===== src/sv/tmt32_pkg.sv =====
`default_nettype none

package tmt32_pkg;

   localparam int unsigned WORD_W = 32;
   localparam int unsigned CNT_W = 5;
   localparam int unsigned CSR_IDX_W = 2;

   localparam int unsigned INIT_ROUNDS_DEF = 8;
   localparam int unsigned DISCARD_COUNT_DEF = 8;

   localparam logic [WORD_W-1:0] MULT_CONST = 32'd1812433253;
   localparam logic [WORD_W-1:0] LOW31_MASK = 32'h7FFF_FFFF;

   localparam logic [WORD_W-1:0] MAT1_RESET = 32'h8F70_11EE;
   localparam logic [WORD_W-1:0] MAT2_RESET = 32'hFC78_FF1F;
   localparam logic [WORD_W-1:0] TMAT_RESET = 32'h3793_FDFF;

   localparam logic [WORD_W-1:0] FIX_WORD0 = 32'h0000_0054;
   localparam logic [WORD_W-1:0] FIX_WORD1 = 32'h0000_0049;
   localparam logic [WORD_W-1:0] FIX_WORD2 = 32'h0000_004E;
   localparam logic [WORD_W-1:0] FIX_WORD3 = 32'h0000_0059;

   localparam logic REQ_CMD_NEXT = 1'b0;
   localparam logic REQ_CMD_SEED = 1'b1;

   typedef enum logic [CSR_IDX_W-1:0] {
      CSR_MAT1 = 2'd0,
      CSR_MAT2 = 2'd1,
      CSR_TMAT = 2'd2,
      CSR_NONE = 2'd3
   } csr_index_type;

   typedef enum logic [2:0] {
      ST_IDLE,
      ST_MUL,
      ST_ADD,
      ST_ALIGN,
      ST_FIX,
      ST_DISCARD
   } ctrl_state_type;

   typedef logic [3:0][WORD_W-1:0] words_type;

   typedef struct packed {
      logic             load_seed;
      logic             mul;
      logic             add;
      logic             align;
      logic             fix;
      logic             step;
      logic             out_load;
      logic [CNT_W-1:0] round_idx;
   } ctrl_cmd_type;

   typedef struct packed {
      words_type         words;
      logic [WORD_W-1:0] value;
   } step_type;

   function automatic step_type tmt_step(
      input words_type         s,
      input logic [WORD_W-1:0] m1,
      input logic [WORD_W-1:0] m2,
      input logic [WORD_W-1:0] tm
   );
      logic [WORD_W-1:0] x;
      logic [WORD_W-1:0] y;
      logic [WORD_W-1:0] sum;
      step_type          r;
      x = (s[0] & LOW31_MASK) ^ s[1] ^ s[2];
      y = s[3];
      x = x ^ (x << 1);
      y = y ^ (y >> 1) ^ x;
      r.words[0] = s[1];
      r.words[1] = s[2];
      r.words[2] = x ^ (y << 10);
      r.words[3] = y;
      if (y[0]) begin
         r.words[1] = r.words[1] ^ m1;
         r.words[2] = r.words[2] ^ m2;
      end
      sum = r.words[0] + (r.words[2] >> 8);
      r.value = r.words[3] ^ sum;
      if (sum[0]) begin
         r.value = r.value ^ tm;
      end
      return r;
   endfunction

endpackage

`default_nettype wire


===== src/sv/tmt32_ctrl.sv =====
`default_nettype none

module tmt32_ctrl
   import tmt32_pkg::*;
#(
   parameter int unsigned INIT_ROUNDS = INIT_ROUNDS_DEF,
   parameter int unsigned DISCARD_COUNT = DISCARD_COUNT_DEF
) (
   input  wire logic         clock,
   input  wire logic         reset,
   input  wire logic         req_valid,
   output logic              req_ready,
   input  wire logic         req_cmd,
   output logic              rsp_valid,
   input  wire logic         rsp_ready,
   output ctrl_cmd_type      cmd
);

   localparam logic [CNT_W-1:0] LAST_ROUND = CNT_W'(INIT_ROUNDS - 1);
   localparam logic [CNT_W-1:0] DISCARD_END = CNT_W'(DISCARD_COUNT);

   ctrl_state_type   state_ff, state_in;
   logic [CNT_W-1:0] count_ff, count_in;
   logic [CNT_W-1:0] count_inc;
   logic             rsp_valid_ff, rsp_valid_in;
   logic             accept;

   assign count_inc = count_ff + CNT_W'(1);
   assign req_ready = (state_ff == ST_IDLE) && (!rsp_valid_ff || rsp_ready);
   assign accept = req_valid && req_ready;
   assign rsp_valid = rsp_valid_ff;

   always_ff @(posedge clock) begin
      if (reset) begin
         state_ff <= ST_IDLE;
         count_ff <= '0;
         rsp_valid_ff <= 1'b0;
      end else begin
         state_ff <= state_in;
         count_ff <= count_in;
         rsp_valid_ff <= rsp_valid_in;
      end
   end

   // The words have been rotated count - 1 times once count is updated, so
   // they are back in place when the new count is one modulo four.
   always_comb begin
      state_in = state_ff;
      count_in = count_ff;
      rsp_valid_in = rsp_valid_ff && !rsp_ready;
      cmd = '0;
      cmd.round_idx = count_ff;
      unique case (state_ff)
         ST_IDLE: begin
            count_in = '0;
            if (accept) begin
               if (req_cmd == REQ_CMD_SEED) begin
                  cmd.load_seed = 1'b1;
                  count_in = CNT_W'(1);
                  state_in = ST_MUL;
               end else begin
                  cmd.step = 1'b1;
                  cmd.out_load = 1'b1;
                  rsp_valid_in = 1'b1;
               end
            end
         end
         ST_MUL: begin
            cmd.mul = 1'b1;
            state_in = ST_ADD;
         end
         ST_ADD: begin
            cmd.add = 1'b1;
            count_in = count_inc;
            if (count_ff == LAST_ROUND) begin
               state_in = (count_inc[1:0] == 2'd1) ? ST_FIX : ST_ALIGN;
            end else begin
               state_in = ST_MUL;
            end
         end
         ST_ALIGN: begin
            cmd.align = 1'b1;
            count_in = count_inc;
            if (count_inc[1:0] == 2'd1) begin
               state_in = ST_FIX;
            end
         end
         ST_FIX: begin
            cmd.fix = 1'b1;
            count_in = '0;
            state_in = (DISCARD_COUNT == 0) ? ST_IDLE : ST_DISCARD;
         end
         ST_DISCARD: begin
            cmd.step = 1'b1;
            count_in = count_inc;
            if (count_inc == DISCARD_END) begin
               count_in = '0;
               state_in = ST_IDLE;
            end
         end
         default: begin
            state_in = ST_IDLE;
         end
      endcase
   end

endmodule

`default_nettype wire


===== src/sv/tmt32_dpath.sv =====
`default_nettype none

module tmt32_dpath
   import tmt32_pkg::*;
(
   input  wire logic                 clock,
   input  wire logic                 reset,
   input  wire logic                 csr_we,
   input  wire logic [CSR_IDX_W-1:0] csr_index,
   input  wire logic [WORD_W-1:0]    csr_wdata,
   input  wire logic [WORD_W-1:0]    req_seed_value,
   input  wire ctrl_cmd_type         cmd,
   output logic [WORD_W-1:0]         rsp_random_value
);

   logic [WORD_W-1:0] mat1_ff, mat2_ff, tmat_ff;
   words_type         words_ff, words_in;
   logic [WORD_W-1:0] prod_ff;
   logic [WORD_W-1:0] mix;
   logic [WORD_W-1:0] out_ff;
   logic              all_zero;
   step_type          stepped;

   always_ff @(posedge clock) begin
      if (reset) begin
         mat1_ff <= MAT1_RESET;
         mat2_ff <= MAT2_RESET;
         tmat_ff <= TMAT_RESET;
      end else if (csr_we) begin
         unique case (csr_index_type'(csr_index))
            CSR_MAT1: mat1_ff <= csr_wdata;
            CSR_MAT2: mat2_ff <= csr_wdata;
            CSR_TMAT: tmat_ff <= csr_wdata;
            default: ;
         endcase
      end
   end

   assign stepped = tmt_step(words_ff, mat1_ff, mat2_ff, tmat_ff);
   assign mix = words_ff[0] ^ (words_ff[0] >> 30);
   assign all_zero = ((words_ff[0] & LOW31_MASK) == '0) && (words_ff[1] == '0) &&
                     (words_ff[2] == '0) && (words_ff[3] == '0);

   always_comb begin
      words_in = words_ff;
      if (cmd.load_seed) begin
         words_in[0] = req_seed_value;
         words_in[1] = mat1_ff;
         words_in[2] = mat2_ff;
         words_in[3] = tmat_ff;
      end else if (cmd.add) begin
         words_in[0] = words_ff[1] ^ (prod_ff + WORD_W'(cmd.round_idx));
         words_in[1] = words_ff[2];
         words_in[2] = words_ff[3];
         words_in[3] = words_ff[0];
      end else if (cmd.align) begin
         words_in[0] = words_ff[1];
         words_in[1] = words_ff[2];
         words_in[2] = words_ff[3];
         words_in[3] = words_ff[0];
      end else if (cmd.fix) begin
         if (all_zero) begin
            words_in[0] = FIX_WORD0;
            words_in[1] = FIX_WORD1;
            words_in[2] = FIX_WORD2;
            words_in[3] = FIX_WORD3;
         end
      end else if (cmd.step) begin
         words_in = stepped.words;
      end
   end

   always_ff @(posedge clock) begin
      if (reset) begin
         words_ff <= '0;
      end else begin
         words_ff <= words_in;
      end
   end

   always_ff @(posedge clock) begin
      if (cmd.mul) begin
         prod_ff <= mix * MULT_CONST;
      end
      if (cmd.out_load) begin
         out_ff <= stepped.value;
      end
   end

   assign rsp_random_value = out_ff;

endmodule

`default_nettype wire


===== src/sv/tinymt32_generator_unit.sv =====
// TinyMT32 pseudo-random generator with a 127-bit state in four words.
// The request channel (req_valid, req_ready, req_cmd, req_seed_value)
// takes commands: a next command advances the state one step and returns
// one tempered word on the response channel (rsp_valid, rsp_ready,
// rsp_random_value); a seed command reseeds and returns nothing.
// A next command transfer gives its result in the next cycle from the
// output register, and next commands are taken one per cycle while the
// receiver takes each result. A seed command keeps the block busy for
// INIT_ROUNDS-1 mixing rounds (a multiply step and an add step each), up to
// three realigning word rotations, one repair step and DISCARD_COUNT discard
// steps before the next transfer. The csr_ port writes mat1, mat2 or tmat,
// one per write; index three is ignored. Writes take effect on the next step;
// the user must write during idle only, as the block does not enforce it.
// Reset clears the state words to zero and restores the default
// parameters; next commands before any seed return zero.
// When the receiver stalls, the result is held and a new request is
// taken only in the cycle that the held result transfers.
`default_nettype none

module tinymt32_generator_unit
   import tmt32_pkg::*;
#(
   parameter int unsigned INIT_ROUNDS = INIT_ROUNDS_DEF,
   parameter int unsigned DISCARD_COUNT = DISCARD_COUNT_DEF
) (
   input  wire logic                 clock,
   input  wire logic                 reset,
   input  wire logic                 csr_we,
   input  wire logic [CSR_IDX_W-1:0] csr_index,
   input  wire logic [WORD_W-1:0]    csr_wdata,
   input  wire logic                 req_valid,
   output logic                      req_ready,
   input  wire logic                 req_cmd,
   input  wire logic [WORD_W-1:0]    req_seed_value,
   output logic                      rsp_valid,
   input  wire logic                 rsp_ready,
   output logic [WORD_W-1:0]         rsp_random_value
);

   ctrl_cmd_type cmd;

   tmt32_ctrl #(
      .INIT_ROUNDS(INIT_ROUNDS),
      .DISCARD_COUNT(DISCARD_COUNT)
   ) u_ctrl (
      .clock(clock),
      .reset(reset),
      .req_valid(req_valid),
      .req_ready(req_ready),
      .req_cmd(req_cmd),
      .rsp_valid(rsp_valid),
      .rsp_ready(rsp_ready),
      .cmd(cmd)
   );

   tmt32_dpath u_dpath (
      .clock(clock),
      .reset(reset),
      .csr_we(csr_we),
      .csr_index(csr_index),
      .csr_wdata(csr_wdata),
      .req_seed_value(req_seed_value),
      .cmd(cmd),
      .rsp_random_value(rsp_random_value)
   );

endmodule

`default_nettype wire


===== config.mk =====
export PLATFORM = sky130hd
export DESIGN_NAME = tinymt32_generator_unit
export DESIGN_NICKNAME = d
export VERILOG_FILES = /design/src/sv/tmt32_pkg.sv /design/src/sv/tmt32_ctrl.sv /design/src/sv/tmt32_dpath.sv /design/src/sv/tinymt32_generator_unit.sv
export SDC_FILE = /design/constraint.sdc
export NUM_CORES = 1
export LEC_CHECK = 0
export BUFFER_PORTS_ARGS = -buffer_cell sky130_fd_sc_hd__buf_2
export CORE_UTILIZATION = 64
export DETAILED_ROUTE_END_ITERATION = 10
export PLACE_DENSITY_LB_ADDON = 0.25
export SYNTH_ARGS = -nofsm -noshare
export SYNTH_HDL_FRONTEND = slang
export SYNTH_SLANG_ARGS = --single-unit

===== constraint.sdc =====
create_clock -name clock -period 8.98 [get_ports clock]
set_input_delay 0.898 -clock clock [delete_from_list [all_inputs] [get_ports clock]]
set_output_delay 0.898 -clock clock [all_outputs]
set_load 0.02 [all_outputs]

* Word level (Yosys, flattened, before mapping) *
Index checks and enable logic that the tools add are counted.

cells by class
  equality and inequality tests = 15
  multipliers = 1
  muxes and demuxes = 33
  bitwise logic cells = 12
  add/subtract/negate cells = 3
  reduce and logical (&&, ||, !) cells = 23

operators with widths
  cell                                                  count
  2-to-1 mux 128 bit                                    6
  XOR 32 bit                                            9
  logical NOT 32 bit                                    4
  2-to-1 mux 64 bit                                     1
  adder 32 x 24 -> 32 bit                               1
  adder 32 x 5 -> 32 bit                                1
  multiplier 32 x 31 -> 32 bit (second input constant)  1
  2-to-1 mux 32 bit                                     1
  XOR 31 x 32 -> 32 bit                                 1
  XOR 32 x 2 -> 32 bit                                  1
  XOR 32 x 31 -> 32 bit                                 1
  case mux 5 bit (4 select lines)                       1
  2-to-1 mux 3 bit                                      6
  case mux 3 bit (6 select lines)                       1
  2-to-1 mux 1 bit                                      12
  2-to-1 mux 5 bit                                      2
  AND reduction 2 bit                                   4
  equality test 3 x 2 -> 1 bit (second input constant)  2
  equality test 3 bit (second input constant)           2
  logical AND 1 bit                                     6
  != test 2 x 1 -> 1 bit (second input constant)        3
  adder 5 x 1 -> 5 bit (second input constant)          1
  equality test 5 x 3 -> 1 bit (second input constant)  1
  equality test 5 x 4 -> 1 bit (second input constant)  1
  15 further kinds                                      18

word-level totals
  input port bits = 72
  word-level logic and storage cells = 99
  bits in registers = 297

* Logic depth before layout (Yosys ltp) *
  depth in word-level cells = 12
  gate-level depth with buffers = 26
  depth with buffers taken out = 25

* Cells and area by module *
From an unflattened synthesis, not the netlist that was laid out.

second synthesis, totals
  cells, all modules = 2992
  area total of the unflattened synthesis = 26183.9 um2

by module, submodules not included
  module       seq. area each (um2)  cells an instance  area an instance (um2)  instances
  tmt32_dpath  6406.1                2911               25555.8                 1
  tmt32_ctrl   180.2                 81                 628.1                   1

* Least setup slack after synthesis *
Ideal clock, no wire load.

  path type = register to register
  start = register u_dpath.words_ff[0] (netlist name)
  end = register u_dpath.prod_ff[31], data pin
  arrival time = 6.382 ns
  setup slack = 2.333 ns
  period minus slack after synthesis = 6.647 ns
  data required time = 8.715 ns
  cell stages (with the launch flop) = 27
  setup time = 0.265 ns
  cells stage by stage = dfxtp_1 > buf_4 > xor2_1 > xor2_1 > ha_1 > or2_2 > ha_1 > inv_1 > fa_1 > inv_1 > ha_1 > fa_1 > fa_1 > fa_1 > inv_1 > fa_1 > inv_1 > ha_1 > o21a_1 > o21ai_0 > nand2b_1 > nor2b_1 > a221oi_1 > a31oi_1 > a41o_1 > nor4_1 > nor4bb_1

on the way
  word-level cells in the longest chain between the ends = 2

RTL lines
  what                          RTL line           source
  from (decl)                   tmt32_dpath.sv:17  words_type words_ff, words_in;
  from (signal assigned)        tmt32_dpath.sv:77  words_ff <= words_in;
  XOR 32 x 2 -> 32 bit          tmt32_dpath.sv:40  assign mix = words_ff[0] ^ (words_ff[0] >> 30);
  net u_dpath.mix[0]            tmt32_dpath.sv:19  logic [WORD_W-1:0] mix;
  multiplier 32 x 31 -> 32 bit  tmt32_dpath.sv:83  prod_ff <= mix * MULT_CONST;
  to (signal assigned)          tmt32_dpath.sv:83
  to (decl)                     tmt32_dpath.sv:18  logic [WORD_W-1:0] prod_ff;

The timed path passes the listed nets, and every way through them passes these cells.
A chain may end at the register's enable or synchronous reset.

* Worst setup path in the final report *
  start = register u_dpath.words_ff[1] (netlist name)
  end = register u_dpath.prod_ff[31], data pin

The elaborated chain is that of the path after synthesis.

==> impl_metrics.prom <==
# TYPE chip_impl_metric gauge
chip_impl_info{name="outcome",value="complete, no violations"} 1
chip_impl_info{name="crit_family",value="adder cells"} 1
chip_impl_metric{name="rows",unit=""} 73
chip_impl_metric{name="cts.repair.resized",unit=""} 0
chip_impl_metric{name="max_cap_viol_count",unit=""} 0
chip_impl_info{name="timing.critical_path.mode_cell",value="sky130_fd_sc_hd__fa_1"} 1
chip_impl_info{name="post-synth-top-area-cell",value="sky130_fd_sc_hd__dfxtp_1"} 1
chip_impl_info{name="rsz0062_at_grt",value="false"} 1
chip_impl_metric{name="io_buffers",unit=""} 105
chip_impl_metric{name="pin_count_of_the_biggest_net_entering_global_routing",unit=""} 103
chip_impl_metric{name="viasPerCell",unit=""} 6.364
chip_impl_info{name="post_synth_most_frequent_cells",value="386 x sky130_fd_sc_hd__nand2_1, 315 x sky130_fd_sc_hd__inv_1, 277 x sky130_fd_sc_hd__xnor2_1"} 1
chip_impl_info{name="critical_path.startpoint_type",value="flip-flop"} 1
chip_impl_metric{name="maxSlewHeadroom",unit=""} 0.1723
chip_impl_metric{name="period_minus_slack",unit="ps"} 7525
chip_impl_metric{name="ant_nets",unit=""} 0
chip_impl_metric{name="critPathRequiredTime",unit="ps"} 9290
chip_impl_metric{name="first_global_vias",unit=""} 22170
chip_impl_metric{name="synth_top_area_share",unit=""} 0.1805
chip_impl_metric{name="cts_hold_repair.buffers",unit=""} 0
chip_impl_metric{name="track_usage",unit=""} 0.4087
chip_impl_metric{name="die_area",unit="sq um"} 41180
chip_impl_info{name="crit_path_top_delay_cell",value="sky130_fd_sc_hd__xor2_1"} 1
chip_impl_metric{name="htreeDepth",unit=""} 2
chip_impl_metric{name="finalClockSkew",unit="ps"} 21.72
chip_impl_metric{name="initialDrtViolationCount",unit=""} 2636
chip_impl_metric{name="final_min_period_over_clock_period",unit=""} 0.8380
chip_impl_metric{name="flow.area_growth_from_synthesis",unit="%"} 8.155
chip_impl_metric{name="detail_route.first_pass.iterations",unit=""} 7
chip_impl_info{name="cts.root.buffer_cell",value="sky130_fd_sc_hd__clkbuf_16"} 1
chip_impl_metric{name="wl",unit="mm"} 83.58
chip_impl_metric{name="final-hold-violation-count",unit=""} 0
chip_impl_metric{name="ys_seq_elements",unit=""} 297
chip_impl_metric{name="antenna_violations_before_repair",unit=""} 0
chip_impl_metric{name="gp_routability_congestion",unit=""} 1.029
chip_impl_metric{name="synth.yosys.seq_area_share",unit=""} 0.2549
chip_impl_metric{name="synth_cell_types",unit=""} 73
chip_impl_metric{name="setup_violations",unit=""} 0
chip_impl_metric{name="final-max-slew-violation-count",unit=""} 0
chip_impl_metric{name="synthArstFlopShare",unit=""} 0
chip_impl_info{name="worstSetupEndpointType",value="flip-flop"} 1
chip_impl_metric{name="cpPeakStageDelay",unit="ps"} 880
chip_impl_metric{name="post-route-drc-count",unit=""} 0
chip_impl_metric{name="floorplan.initialDensity",unit=""} 0.6503
chip_impl_metric{name="cts_setup_buffers",unit=""} 0
chip_impl_metric{name="critical_path_peak_fanout",unit=""} 9
chip_impl_metric{name="grt_pass1_wl",unit="mm"} 128.1
chip_impl_metric{name="cp_data_arrival_time",unit="ps"} 7840
chip_impl_metric{name="tritoncts.num_buffers",unit=""} 37
chip_impl_info{name="holdCritPathClass",value="flip-flop to flip-flop"} 1
chip_impl_metric{name="avgSynthCellArea",unit="sq um"} 8.536
chip_impl_metric{name="clock_insertion_delay_worst_skew",unit="ps"} 580
chip_impl_metric{name="die_w",unit="microns"} 202.9
chip_impl_metric{name="syn_nets",unit=""} 3515
chip_impl_metric{name="final_net_count",unit=""} 3533
chip_impl_metric{name="yosysWarnings",unit=""} 0
chip_impl_info{name="synth_flop_cell",value="sky130_fd_sc_hd__dfxtp_1"} 1
chip_impl_metric{name="post-route-cell-area",unit="sq um"} 27940
chip_impl_metric{name="worst_pin_slew",unit="ps"} 1239
chip_impl_metric{name="cts_buffer_depth",unit=""} 3
chip_impl_info{name="synth.most_common_cell",value="sky130_fd_sc_hd__nand2_1"} 1
chip_impl_info{name="path_class",value="flip-flop to flip-flop"} 1
chip_impl_info{name="clock_tree_from_tritoncts",value="done"} 1
chip_impl_metric{name="place_area",unit="sq um"} 26690
chip_impl_metric{name="io_pins",unit=""} 106
chip_impl_metric{name="core_region_area",unit="sq um"} 39730
chip_impl_metric{name="detail_route.wl_per_cell",unit="microns"} 23.22
chip_impl_metric{name="layout-drive-gt1-share",unit=""} 0.07354
chip_impl_metric{name="clk_pin_slew_worst_paths",unit="ps"} 60
chip_impl_metric{name="synthesis.instances",unit=""} 3027
chip_impl_metric{name="cts_sinks",unit=""} 297
chip_impl_metric{name="max_freq",unit="MHz"} 132.9
chip_impl_metric{name="globalRoute.totalOverflow",unit=""} 0
chip_impl_metric{name="dpl.cell_count",unit=""} 3531
chip_impl_metric{name="setup_tns",unit="ps"} 0
chip_impl_info{name="synth.area.top_cells",value="sky130_fd_sc_hd__dfxtp_1 18%, sky130_fd_sc_hd__ha_1 13%, sky130_fd_sc_hd__fa_1 11%, sky130_fd_sc_hd__xnor2_1 9.4%, sky130_fd_sc_hd__edfxtp_1 7.4%"} 1
chip_impl_metric{name="synth_edf_count",unit=""} 64
chip_impl_metric{name="final.hold.worst_slack",unit="ps"} 476.6
chip_impl_metric{name="timing.critical_path.buf_inv",unit=""} 4
chip_impl_metric{name="detailed_place_hpwl",unit="mm"} 61.52
chip_impl_metric{name="detailroute.via_count",unit=""} 22900
chip_impl_metric{name="stdcell_count",unit=""} 3599
chip_impl_metric{name="netlist_area",unit="sq um"} 25840
chip_impl_metric{name="die_ht",unit="microns"} 202.9
## metrics by stage
stage	setup slack (ps)	util
detailed placement	1553	0.6717
finish	1455	0.7033
floorplan	2333	-
global route	1069	0.7033
global placement	1670	0.6717
CTS	1517	0.7033
## path summary, 6_finish.rpt
path	from	end	slack, ps	cells after the start
max	u_dpath.words_ff[1]$_SDFFE_PP0P_	u_dpath.prod_ff[31]$_DFFE_PP_	1460	25
min	u_dpath.tmat_ff[30]$_SDFFE_PP0P_	u_dpath.tmat_ff[30]$_SDFFE_PP0P_	480	2
max reg2reg	u_dpath.words_ff[1]$_SDFFE_PP0P_	u_dpath.prod_ff[31]$_DFFE_PP_	1460	25
min reg2reg	u_dpath.tmat_ff[30]$_SDFFE_PP0P_	u_dpath.tmat_ff[30]$_SDFFE_PP0P_	480	2
## final cells by class
cell class | count | area, sq um
inverters | 315 | 1182
clock buffers | 54 | 1104
multi-input cells | 2265 | 17550
flip-flops and latches | 297 | 6586
repair buffers | 129 | 711.9
well taps | 525 | 656.9
fillers | 3200 | 11790
diodes | 1 | 2.502
clock inverters | 13 | 148.9
## routing by layer
layer  vias to the layer above  routed length (microns)  GRT usage
met1                     11010                    32380     0.5260
met3                       313                     8802    0.07496
met4                         0                     5546     0.2532
met5                         -                        0          0
li1                      10270                        -          -
met2                      1316                    36850     0.6365
## worst min-delay path: stages (launching register included)
cell and delay [ps]:
sky130_fd_sc_hd__dfxtp_1 320, sky130_fd_sc_hd__nand2_1 60, sky130_fd_sc_hd__a21oi_1 50
## cell usage in the layout (no fill, tap or decap), drive strengths merged, types with 41 or more instances in the layout
cell type,Yosys,final
nor2,223,223
xor2,84,84
nand3,53,53
ha,268,268
xnor2,285,285
o21ai,72,72
a221oi,41,41
nor3,59,59
nand2,390,390
buf,17,129
edfxtp,64,64
fa,148,148
clkbuf,133,54
dfxtp,233,233
nand3b,66,66
a21oi,236,236
inv,315,316
## registers in the layout, indices dropped and copies added, names as in the netlist
| signal | flops |
|---|---|
| u_dpath.words_ff | 96 |
| u_dpath.mat1_ff | 32 |
| u_dpath.mat2_ff | 32 |
| u_dpath.prod_ff | 32 |
| u_dpath.rsp_random_value | 32 |
| u_dpath.stepped | 32 |
| u_dpath.tmat_ff | 32 |
| u_ctrl.count_ff | 5 |
| u_ctrl.state_ff | 3 |
| u_ctrl.rsp_valid | 1 |
## cell families (layout without fill, tap and decap cells)
group | count (synthesis) | in the layout | synth area share
and+or+nand+nor | 919 | 919 | 0.1640
AOI/OAI and AO/OA | 549 | 549 | 0.1349
buffers and inverters | 465 | 511 | 0.06867
adders and majority gates | 416 | 416 | 0.2445
xor gates and xnor gates | 370 | 370 | 0.1288
DFF | 297 | 297 | 0.2549
muxes | 11 | 11 | 0.004358
other | 0 | 1 | 0
Power is not shown: default switching activity piles up to over one toggle a cycle in this logic, so the estimate is an artifact.
